==> src/hw/rtl/rmv_pkg.sv <==
// rmv_pkg: types and constants shared by the running mean / variance unit.
// Used by rmv_shared_alu and running_mean_variance_unit; depends on nothing.
package rmv_pkg;

  // shared unit operation codes
  localparam logic OP_DIV = 1'b0;
  localparam logic OP_MUL = 1'b1;

  localparam int STEP_W = 7;   // holds up to 127 steps

  localparam logic [STEP_W-1:0] MEAN_DIV_STEPS = 7'd32;
  localparam logic [STEP_W-1:0] MUL_STEPS      = 7'd32;
  localparam logic [STEP_W-1:0] VAR_DIV_STEPS  = 7'd64;

  localparam logic [31:0] FULL_COUNT = 32'hFFFF_FFFF;

  // request into the shared unit
  typedef struct packed {
    logic              start;
    logic              op;
    logic [63:0]       a;      // dividend, or multiplier in the low half
    logic [31:0]       b;      // divisor or multiplicand
    logic [STEP_W-1:0] steps;
  } alu_req_t;

  // response from the shared unit
  typedef struct packed {
    logic        done;   // one-cycle pulse, res valid with it
    logic [63:0] res;    // quotient or product
  } alu_rsp_t;

endpackage

==> src/hw/rtl/rmv_shared_alu.sv <==
// rmv_shared_alu: one 33-bit adder reused for restoring division and
// shift-add multiplication, one step per cycle. Depends on rmv_pkg.
module rmv_shared_alu (
  input  logic              clk,
  input  logic              rst_n,
  input  rmv_pkg::alu_req_t req,
  output rmv_pkg::alu_rsp_t rsp
);

  logic                       busy_r;
  logic                       done_r;
  logic [rmv_pkg::STEP_W-1:0] cnt_r;
  logic                       op_r;
  logic [31:0]                hi_r;    // remainder, or product high half
  logic [63:0]                lo_r;    // quotient, or multiplier / product low half
  logic [31:0]                opnd_r;  // divisor or multiplicand

  logic        is_div;
  logic [32:0] add_a;
  logic [32:0] add_b;
  logic [33:0] add_res;
  logic        no_borrow;
  logic [32:0] mul_sum;
  logic [31:0] hi_nxt;
  logic [63:0] lo_nxt;

  // shared adder: subtract for division, add for multiplication
  assign is_div  = (op_r == rmv_pkg::OP_DIV);
  assign add_a   = is_div ? {hi_r, lo_r[63]} : {1'b0, hi_r};
  assign add_b   = {1'b0, opnd_r};
  assign add_res = {1'b0, add_a} + {1'b0, (is_div ? ~add_b : add_b)} + {33'b0, is_div};

  assign no_borrow = add_res[33];
  assign mul_sum   = lo_r[0] ? add_res[32:0] : add_a;

  // one step of the selected operation
  always_comb begin
    if (is_div) begin
      hi_nxt = no_borrow ? add_res[31:0] : add_a[31:0];
      lo_nxt = {lo_r[62:0], no_borrow};
    end else begin
      hi_nxt = mul_sum[32:1];
      lo_nxt = {lo_r[63:32], mul_sum[0], lo_r[31:1]};
    end
  end

  // step control
  always_ff @(posedge clk) begin
    if (!rst_n) begin
      busy_r <= 1'b0;
      done_r <= 1'b0;
      cnt_r  <= '0;
    end else begin
      done_r <= 1'b0;
      if (req.start) begin
        busy_r <= 1'b1;
        cnt_r  <= req.steps;
      end else if (busy_r) begin
        cnt_r <= cnt_r - 1'b1;
        if (cnt_r == 1) begin
          busy_r <= 1'b0;
          done_r <= 1'b1;
        end
      end
    end
  end

  // operand and accumulator words
  always_ff @(posedge clk) begin
    if (req.start) begin
      op_r   <= req.op;
      opnd_r <= req.b;
      hi_r   <= '0;
      lo_r   <= req.a;
    end else if (busy_r) begin
      hi_r <= hi_nxt;
      lo_r <= lo_nxt;
    end
  end

  assign rsp.done = done_r;
  assign rsp.res  = is_div ? lo_r : {hi_r, lo_r[31:0]};

endmodule

==> src/hw/rtl/running_mean_variance_unit.sv <==
// running_mean_variance_unit: Welford running mean, sum of squared deviations
// and sample variance in fixed point. Depends on rmv_pkg and rmv_shared_alu.
//
//   channel | ports                                        | direction
//   --------+----------------------------------------------+----------
//   in      | in_valid, in_stall, in_sample, in_restart    | to unit
//   out     | out_valid, out_stall, out_sample_count,      | from unit
//           | out_running_mean, out_squared_dev_sum,       |
//           | out_variance, out_variance_valid, out_overflow
//
// Each word runs 32 mean division steps, 32 multiply steps and 64 variance
// division steps, all on the one shared adder, plus the sequencing states.
// Below a count of two the variance division is skipped; a dropped sample
// skips the first two.
// in_stall is high from the accepting edge until the sequencer is idle again.
// The result sits in an output register, so a stalled result does not block
// the next word's work; only the hand-off of the following result waits.
// Reset clears the statistics and the sequencer; no clearing pass.
module running_mean_variance_unit (
  input  logic        clk,
  input  logic        rst_n,
  input  logic        in_valid,
  output logic        in_stall,
  input  logic signed [31:0] in_sample,
  input  logic        in_restart,
  output logic        out_valid,
  input  logic        out_stall,
  output logic [31:0] out_sample_count,
  output logic signed [31:0] out_running_mean,
  output logic [63:0] out_squared_dev_sum,
  output logic [63:0] out_variance,
  output logic        out_variance_valid,
  output logic        out_overflow
);

  localparam logic [2:0] ST_IDLE   = 3'd0;
  localparam logic [2:0] ST_MDIV   = 3'd1;
  localparam logic [2:0] ST_MUL_GO = 3'd2;
  localparam logic [2:0] ST_MUL    = 3'd3;
  localparam logic [2:0] ST_VAR_GO = 3'd4;
  localparam logic [2:0] ST_VDIV   = 3'd5;
  localparam logic [2:0] ST_FIN    = 3'd6;

  logic [2:0]  state_r;
  logic [31:0] count_r;
  logic [31:0] mean_r;
  logic [63:0] dev_r;
  logic        ovf_r;
  logic        varv_r;
  logic [63:0] var_r;
  logic [31:0] sample_r;
  logic        d1_neg_r;
  logic [31:0] abs_d1_r;
  logic [31:0] n_r;

  logic        out_valid_r;
  logic [31:0] out_count_r;
  logic [31:0] out_mean_r;
  logic [63:0] out_dev_r;
  logic [63:0] out_var_r;
  logic        out_varv_r;
  logic        out_ovf_r;

  rmv_pkg::alu_req_t req;
  rmv_pkg::alu_rsp_t rsp;

  logic        in_acc;
  logic [31:0] cnt_eff;
  logic [31:0] mean_eff;
  logic [63:0] dev_eff;
  logic        cnt_full;
  logic [32:0] d1;
  logic [32:0] abs_d1;
  logic [33:0] delta;
  logic [33:0] mean_upd;
  logic [32:0] d2;
  logic [32:0] abs_d2;
  logic [64:0] dev_sum;
  logic        var_ok;
  logic        out_load;

  assign in_stall = (state_r != ST_IDLE);
  assign in_acc   = in_valid && !in_stall;

  // restart clears before the sample is added
  assign cnt_eff  = in_restart ? 32'd0 : count_r;
  assign mean_eff = in_restart ? 32'd0 : mean_r;
  assign dev_eff  = in_restart ? 64'd0 : dev_r;
  assign cnt_full = (cnt_eff == rmv_pkg::FULL_COUNT);

  // first deviation, taken as a magnitude for the divider
  assign d1     = {in_sample[31], in_sample} - {mean_eff[31], mean_eff};
  assign abs_d1 = d1[32] ? (33'd0 - d1) : d1;

  // mean step from the truncated quotient
  assign delta    = d1_neg_r ? (34'd0 - {2'b0, rsp.res[31:0]}) : {2'b0, rsp.res[31:0]};
  assign mean_upd = {{2{mean_r[31]}}, mean_r} + delta;

  // second deviation against the new mean
  assign d2     = {sample_r[31], sample_r} - {mean_r[31], mean_r};
  assign abs_d2 = d2[32] ? (33'd0 - d2) : d2;

  // sum of squared deviations, product truncated to Q48.16
  assign dev_sum = {1'b0, dev_r} + {17'd0, rsp.res[63:16]};

  assign var_ok = (count_r >= 32'd2);

  // shared unit requests
  always_comb begin
    req       = '0;
    req.op    = rmv_pkg::OP_DIV;
    req.steps = rmv_pkg::MEAN_DIV_STEPS;
    req.a     = {abs_d1[31:0], 32'd0};
    req.b     = cnt_eff + 32'd1;
    case (state_r)
      ST_IDLE: begin
        req.start = in_acc && !cnt_full;
      end
      ST_MUL_GO: begin
        req.start = 1'b1;
        req.op    = rmv_pkg::OP_MUL;
        req.steps = rmv_pkg::MUL_STEPS;
        req.a     = {32'd0, abs_d1_r};
        req.b     = abs_d2[31:0];
      end
      ST_VAR_GO: begin
        req.start = var_ok;
        req.steps = rmv_pkg::VAR_DIV_STEPS;
        req.a     = dev_r;
        req.b     = count_r - 32'd1;
      end
      default: begin
        req.start = 1'b0;
      end
    endcase
  end

  rmv_shared_alu u_alu (
    .clk   (clk),
    .rst_n (rst_n),
    .req   (req),
    .rsp   (rsp)
  );

  assign out_load = (state_r == ST_FIN) && (!out_valid_r || !out_stall);

  // sequencer and statistics
  always_ff @(posedge clk) begin
    if (!rst_n) begin
      state_r <= ST_IDLE;
      count_r <= '0;
      mean_r  <= '0;
      dev_r   <= '0;
    end else begin
      case (state_r)
        ST_IDLE: begin
          if (in_acc) begin
            count_r <= cnt_eff;
            mean_r  <= mean_eff;
            dev_r   <= dev_eff;
            state_r <= cnt_full ? ST_VAR_GO : ST_MDIV;
          end
        end
        ST_MDIV: begin
          if (rsp.done) begin
            mean_r  <= mean_upd[31:0];
            count_r <= n_r;
            state_r <= ST_MUL_GO;
          end
        end
        ST_MUL_GO: begin
          state_r <= ST_MUL;
        end
        ST_MUL: begin
          if (rsp.done) begin
            dev_r   <= dev_sum[64] ? 64'hFFFF_FFFF_FFFF_FFFF : dev_sum[63:0];
            state_r <= ST_VAR_GO;
          end
        end
        ST_VAR_GO: begin
          state_r <= var_ok ? ST_VDIV : ST_FIN;
        end
        ST_VDIV: begin
          if (rsp.done) begin
            state_r <= ST_FIN;
          end
        end
        ST_FIN: begin
          if (out_load) begin
            state_r <= ST_IDLE;
          end
        end
        default: begin
          state_r <= ST_IDLE;
        end
      endcase
    end
  end

  // per-word working registers
  always_ff @(posedge clk) begin
    if (in_acc) begin
      sample_r <= in_sample;
      d1_neg_r <= d1[32];
      abs_d1_r <= abs_d1[31:0];
      n_r      <= cnt_eff + 32'd1;
      ovf_r    <= cnt_full;
    end else if (state_r == ST_MUL && rsp.done) begin
      ovf_r <= ovf_r | dev_sum[64];
    end
    if (state_r == ST_VAR_GO) begin
      varv_r <= var_ok;
      var_r  <= '0;
    end else if (state_r == ST_VDIV && rsp.done) begin
      var_r <= rsp.res;
    end
  end

  // output register
  always_ff @(posedge clk) begin
    if (!rst_n) begin
      out_valid_r <= 1'b0;
    end else if (out_load) begin
      out_valid_r <= 1'b1;
    end else if (!out_stall) begin
      out_valid_r <= 1'b0;
    end
  end

  always_ff @(posedge clk) begin
    if (out_load) begin
      out_count_r <= count_r;
      out_mean_r  <= mean_r;
      out_dev_r   <= dev_r;
      out_var_r   <= var_r;
      out_varv_r  <= varv_r;
      out_ovf_r   <= ovf_r;
    end
  end

  assign out_valid           = out_valid_r;
  assign out_sample_count    = out_count_r;
  assign out_running_mean    = out_mean_r;
  assign out_squared_dev_sum = out_dev_r;
  assign out_variance        = out_var_r;
  assign out_variance_valid  = out_varv_r;
  assign out_overflow        = out_ovf_r;

endmodule

==> config.mk <==
export PLATFORM = sky130hd
export DESIGN_NAME = running_mean_variance_unit
export DESIGN_NICKNAME = d
export VERILOG_FILES = /design/src/hw/rtl/rmv_pkg.sv /design/src/hw/rtl/rmv_shared_alu.sv /design/src/hw/rtl/running_mean_variance_unit.sv
export SDC_FILE = /design/constraint.sdc
export NUM_CORES = 2
export LEC_CHECK = 0
export BUFFER_PORTS_ARGS = -buffer_cell sky130_fd_sc_hd__buf_2
export CAP_MARGIN = 15
export CORE_ASPECT_RATIO = 0.8
export CORE_MARGIN = 10
export CORE_UTILIZATION = 40
export CTS_CLUSTER_SIZE = 25
export DETAILED_ROUTE_END_ITERATION = 6
export PLACE_DENSITY = 0.57
export SLEW_MARGIN = 0
export SYNTH_ARGS = -nofsm -noshare
export SYNTH_HDL_FRONTEND = slang
export SYNTH_SLANG_ARGS = --single-unit
export TNS_END_PERCENT = 20
==> constraint.sdc <==
create_clock -name clk -period 12.55 [get_ports clk]
set_input_delay 1.255 -clock clk [delete_from_list [all_inputs] [get_ports clk]]
set_output_delay 1.255 -clock clk [all_outputs]
set_load 0.02 [all_outputs]
==> reports/qor.yml <==
outcome:
  outcome: "complete, no violations"
logic_synthesis:
  synth.net_count: 4133
  async_reset_ff_frac: 0
  yosys_warnings: 0
  synth_area_per_cell_sq_um: 9.46
  synth_cells: 3907
  ys_ff_latch: 627
  synth_edf_count: 390
  synth_ff_type: "edfxtp_1"
  seq_area_frac_synth: 0.445
  syn_area_sq_mm: 0.0369
  ys_types: 89
grt:
  grt_pass1_vias: 28800
  grt.overflow.total: 0
  grt_pass1_wl_um: 192000
  grt_max_degree: 157
  grt_util_all_layers: 0.236
  antenna_found_initial: 11
worst_setup_path:
  crit_path_top_delay_cell: "nor3_4"
  reg2reg_depth: 16
  crit_required_ns: 13.12
  path_cells: "buf_12 -> inv_1 -> buf_4 -> nand2_1 -> nand2_1 -> ha_1 -> nand2_1 -> nor3_1 -> o311ai_0 -> o21ai_0 -> a21oi_1 -> o31a_1 -> o21a_1 -> nor3_4 -> o21ai_0 -> nand2_1"
  end_kind: "register"
  reg2reg_slack_ns: 6.18
  cp.depth: 16
  cp-start-kind: "register"
  critical_path_buf_inv_count: 3
  cpMostUsedCell: "nand2_1"
  cp_top_family: "compound AO/OA/AOI/OAI gates"
  worstPathMaxFanout: 156
  path_class: "register to register"
  cpPeakStageDelay_ns: 0.84
  cp.arrival_ns: 6.95
finish:
  nNetsFinal: 4253
  drive_gt1_frac: 0.116
  area_growth_pct: 12.8
  postLayoutCellArea_sq_mm: 0.0417
  final_util: 0.456
routing:
  vias: 31300
  viasPerCell: 5.90
  drc: 0
  drt_pre_antenna_iters: 6
  first_iter_violations: 3514
  wl_um: 129000
  ant_nets: 0
  wl_per_cell_um: 24.4
clocking:
  hold_buffers: 0
  path_clk_slew_ns: 0.06
  clockBufferDepth: 3
  cts_setup_buffers: 0
  cts_buffers: 71
  clockRootBuffer: "clkbuf_16"
  tritoncts: "done"
  htree_levels: 3
  cts_resized: 0
  cts.sinks: 627
  insertion_delay_ns: 0.64
min_path:
  hp-class: "register to register"
  hold_depth: 0
power_and_ir_drop:
  p_leak_nw: 16.0
  p_per_area_mw_per_mm2: 136
  peakVddDrop_mv: 0.0900
timing:
  finalHoldViolCount: 0
  period_minus_slack_ns: 6.37
  rsz0062_at_grt: "false"
  timing.slew.headroom: 0.165
  finClkSkew_ns: 0.0259
  tns_ns: 0
  setup_viol: 0
  fin_crit_sh: 0.508
  fmax_mhz: 157
  tightest_slew_ns: 1.24
  maxSlewViolCount: 0
placed_design:
  place_area_sq_mm: 0.0392
  numPortBuffers: 232
  post-dp-hpwl_um: 95300
  routabilityCongestion: 0.932
floorplan:
  boundaryPins: 233
  start_util: 0.404
  dieArea_sq_mm: 0.105
  num_rows: 99
  core-area_sq_mm: 0.0914
  fp.dieW_um: 360
  fp.dieH_um: 292
run:
  maxCapViolCount: 0
-- layout make-up --
type,count,area [sq um]
timing repair buffer,268,1460
antenna,5,12.5
inverter,135,508
clock buffer,91,2010
multi-input combinational,2924,19200
sequential,627,16500
fill,8803,49700
tap,1212,1520
clock inverter,39,494
-- per-layer routing --
layer | track usage | part of all wire | wire length (um) | vias up
li1 | - | - | - | 14700
met1 | 0.346 | 0.46 | 59500 | 15100
met2 | 0.351 | 0.43 | 55000 | 1288
met3 | 0.0455 | 0.086 | 11200 | 165
met4 | 0.0655 | 0.027 | 3440 | 0
met5 | 0 | 0 | 0 | -
-- cell usage after synthesis (all sizes together), types with 9 or more instances --
cell,number,area (sq um)
a22oi,94,711
buf,33,140
or2,15,93.8
a21o,107,803
or3,24,150
a21oi,275,1380
nor2b,26,163
a221oi,59,517
a31oi,26,163
and3,36,226
o41ai,14,130
o22ai,15,93.8
nand2,409,1540
xnor2,198,1730
o211ai,30,225
and2,25,156
edfxtp,390,11700
clkbuf,188,706
a2111oi,10,93.8
nor3,57,285
dfxtp,237,4740
o21bai,20,150
mux2,22,248
a211oi,35,268
o21ai,288,1450
a22o,33,289
nand3,96,480
nand2b,39,244
a211o,13,115
o31ai,28,224
a31o,16,140
inv,132,495
a21boi,9,67.6
or4,20,154
mux2i,67,671
ha,184,2300
o21a,33,248
nor2,316,1190
nor4,31,194
xor2,115,1010
nand4,30,188
-- cells in the final DEF, fill, tap and decap left out, types with 31 or more instances in the layout --
master / Yosys / routed
a21oi_1: 275 / 273
a211oi_1: 34 / 34
mux2i_1: 67 / 67
and3_1: 35 / 35
nor3_1: 57 / 55
o21ai_0: 281 / 281
buf_2: 4 / 232
nand3_1: 96 / 96
a221oi_1: 59 / 59
a22oi_1: 93 / 93
nand2b_1: 39 / 39
a21o_1: 107 / 106
xor2_1: 115 / 115
xnor2_1: 198 / 198
ha_1: 184 / 184
o21a_1: 33 / 32
clkbuf_16: 0 / 76
edfxtp_1: 390 / 390
nand2_1: 408 / 407
buf_4: 1 / 33
nor4_1: 31 / 31
inv_1: 131 / 129
nor2_1: 316 / 311
a22o_1: 33 / 33
dfxtp_1: 237 / 236
-- where the power goes --
part           internal, mW  leakage (nW)  total (mW)  switching (mW)
sequential             2.28          5.48        2.37          0.0860
clock                  1.35          1.22        2.26           0.908
combinational         0.379          9.32        1.06           0.679
total                  4.01          16.0        5.68            1.67
-- final timing paths --
path	endpoint	from
max	dev_r[13]	u_alu.op_r
min	out_variance[57]	var_r[57]
max reg2reg	dev_r[13]	u_alu.op_r
min reg2reg	out_variance[57]	var_r[57]
-- cells by family after synthesis --
family	share of synthesized area
compound gates	0.212
buf+inv	0.0366
fa+ha+maj	0.0650
xor+xnor	0.0742
simple gates	0.142
mux	0.0249
flops	0.445
-- registers in the layout (all words and copies together), names as in the netlist, 3 cells and up --
register and cells:
mean_r 32, out_variance 64, out_sample_count 32, var_r 64, u_alu.hi_r 32, u_alu.cnt_r 7, u_alu.lo_r 64, out_squared_dev_sum 64
count_r 32, u_alu.opnd_r 32, sample_r 32, n_r 32, out_running_mean 32, state_r 3, abs_d1_r 32, dev_r 64
-- metrics by stage --
stage | setup slack, ns | hold WS [ns] | instances | power, mW
global route | 6.01 | 0.450 | 5297 | 5.91
floorplan | 1.15 | 0.400 | 3907 | 3.11
CTS | 6.48 | 0.431 | 5295 | 5.70
finish | 6.18 | 0.433 | 5301 | 5.68
detailed placement | 5.88 | 0.418 | 5165 | 3.44
global placement | 5.96 | 0.410 | 5165 | 3.44
No activity file was read; power rests on OpenSTA's default activity.
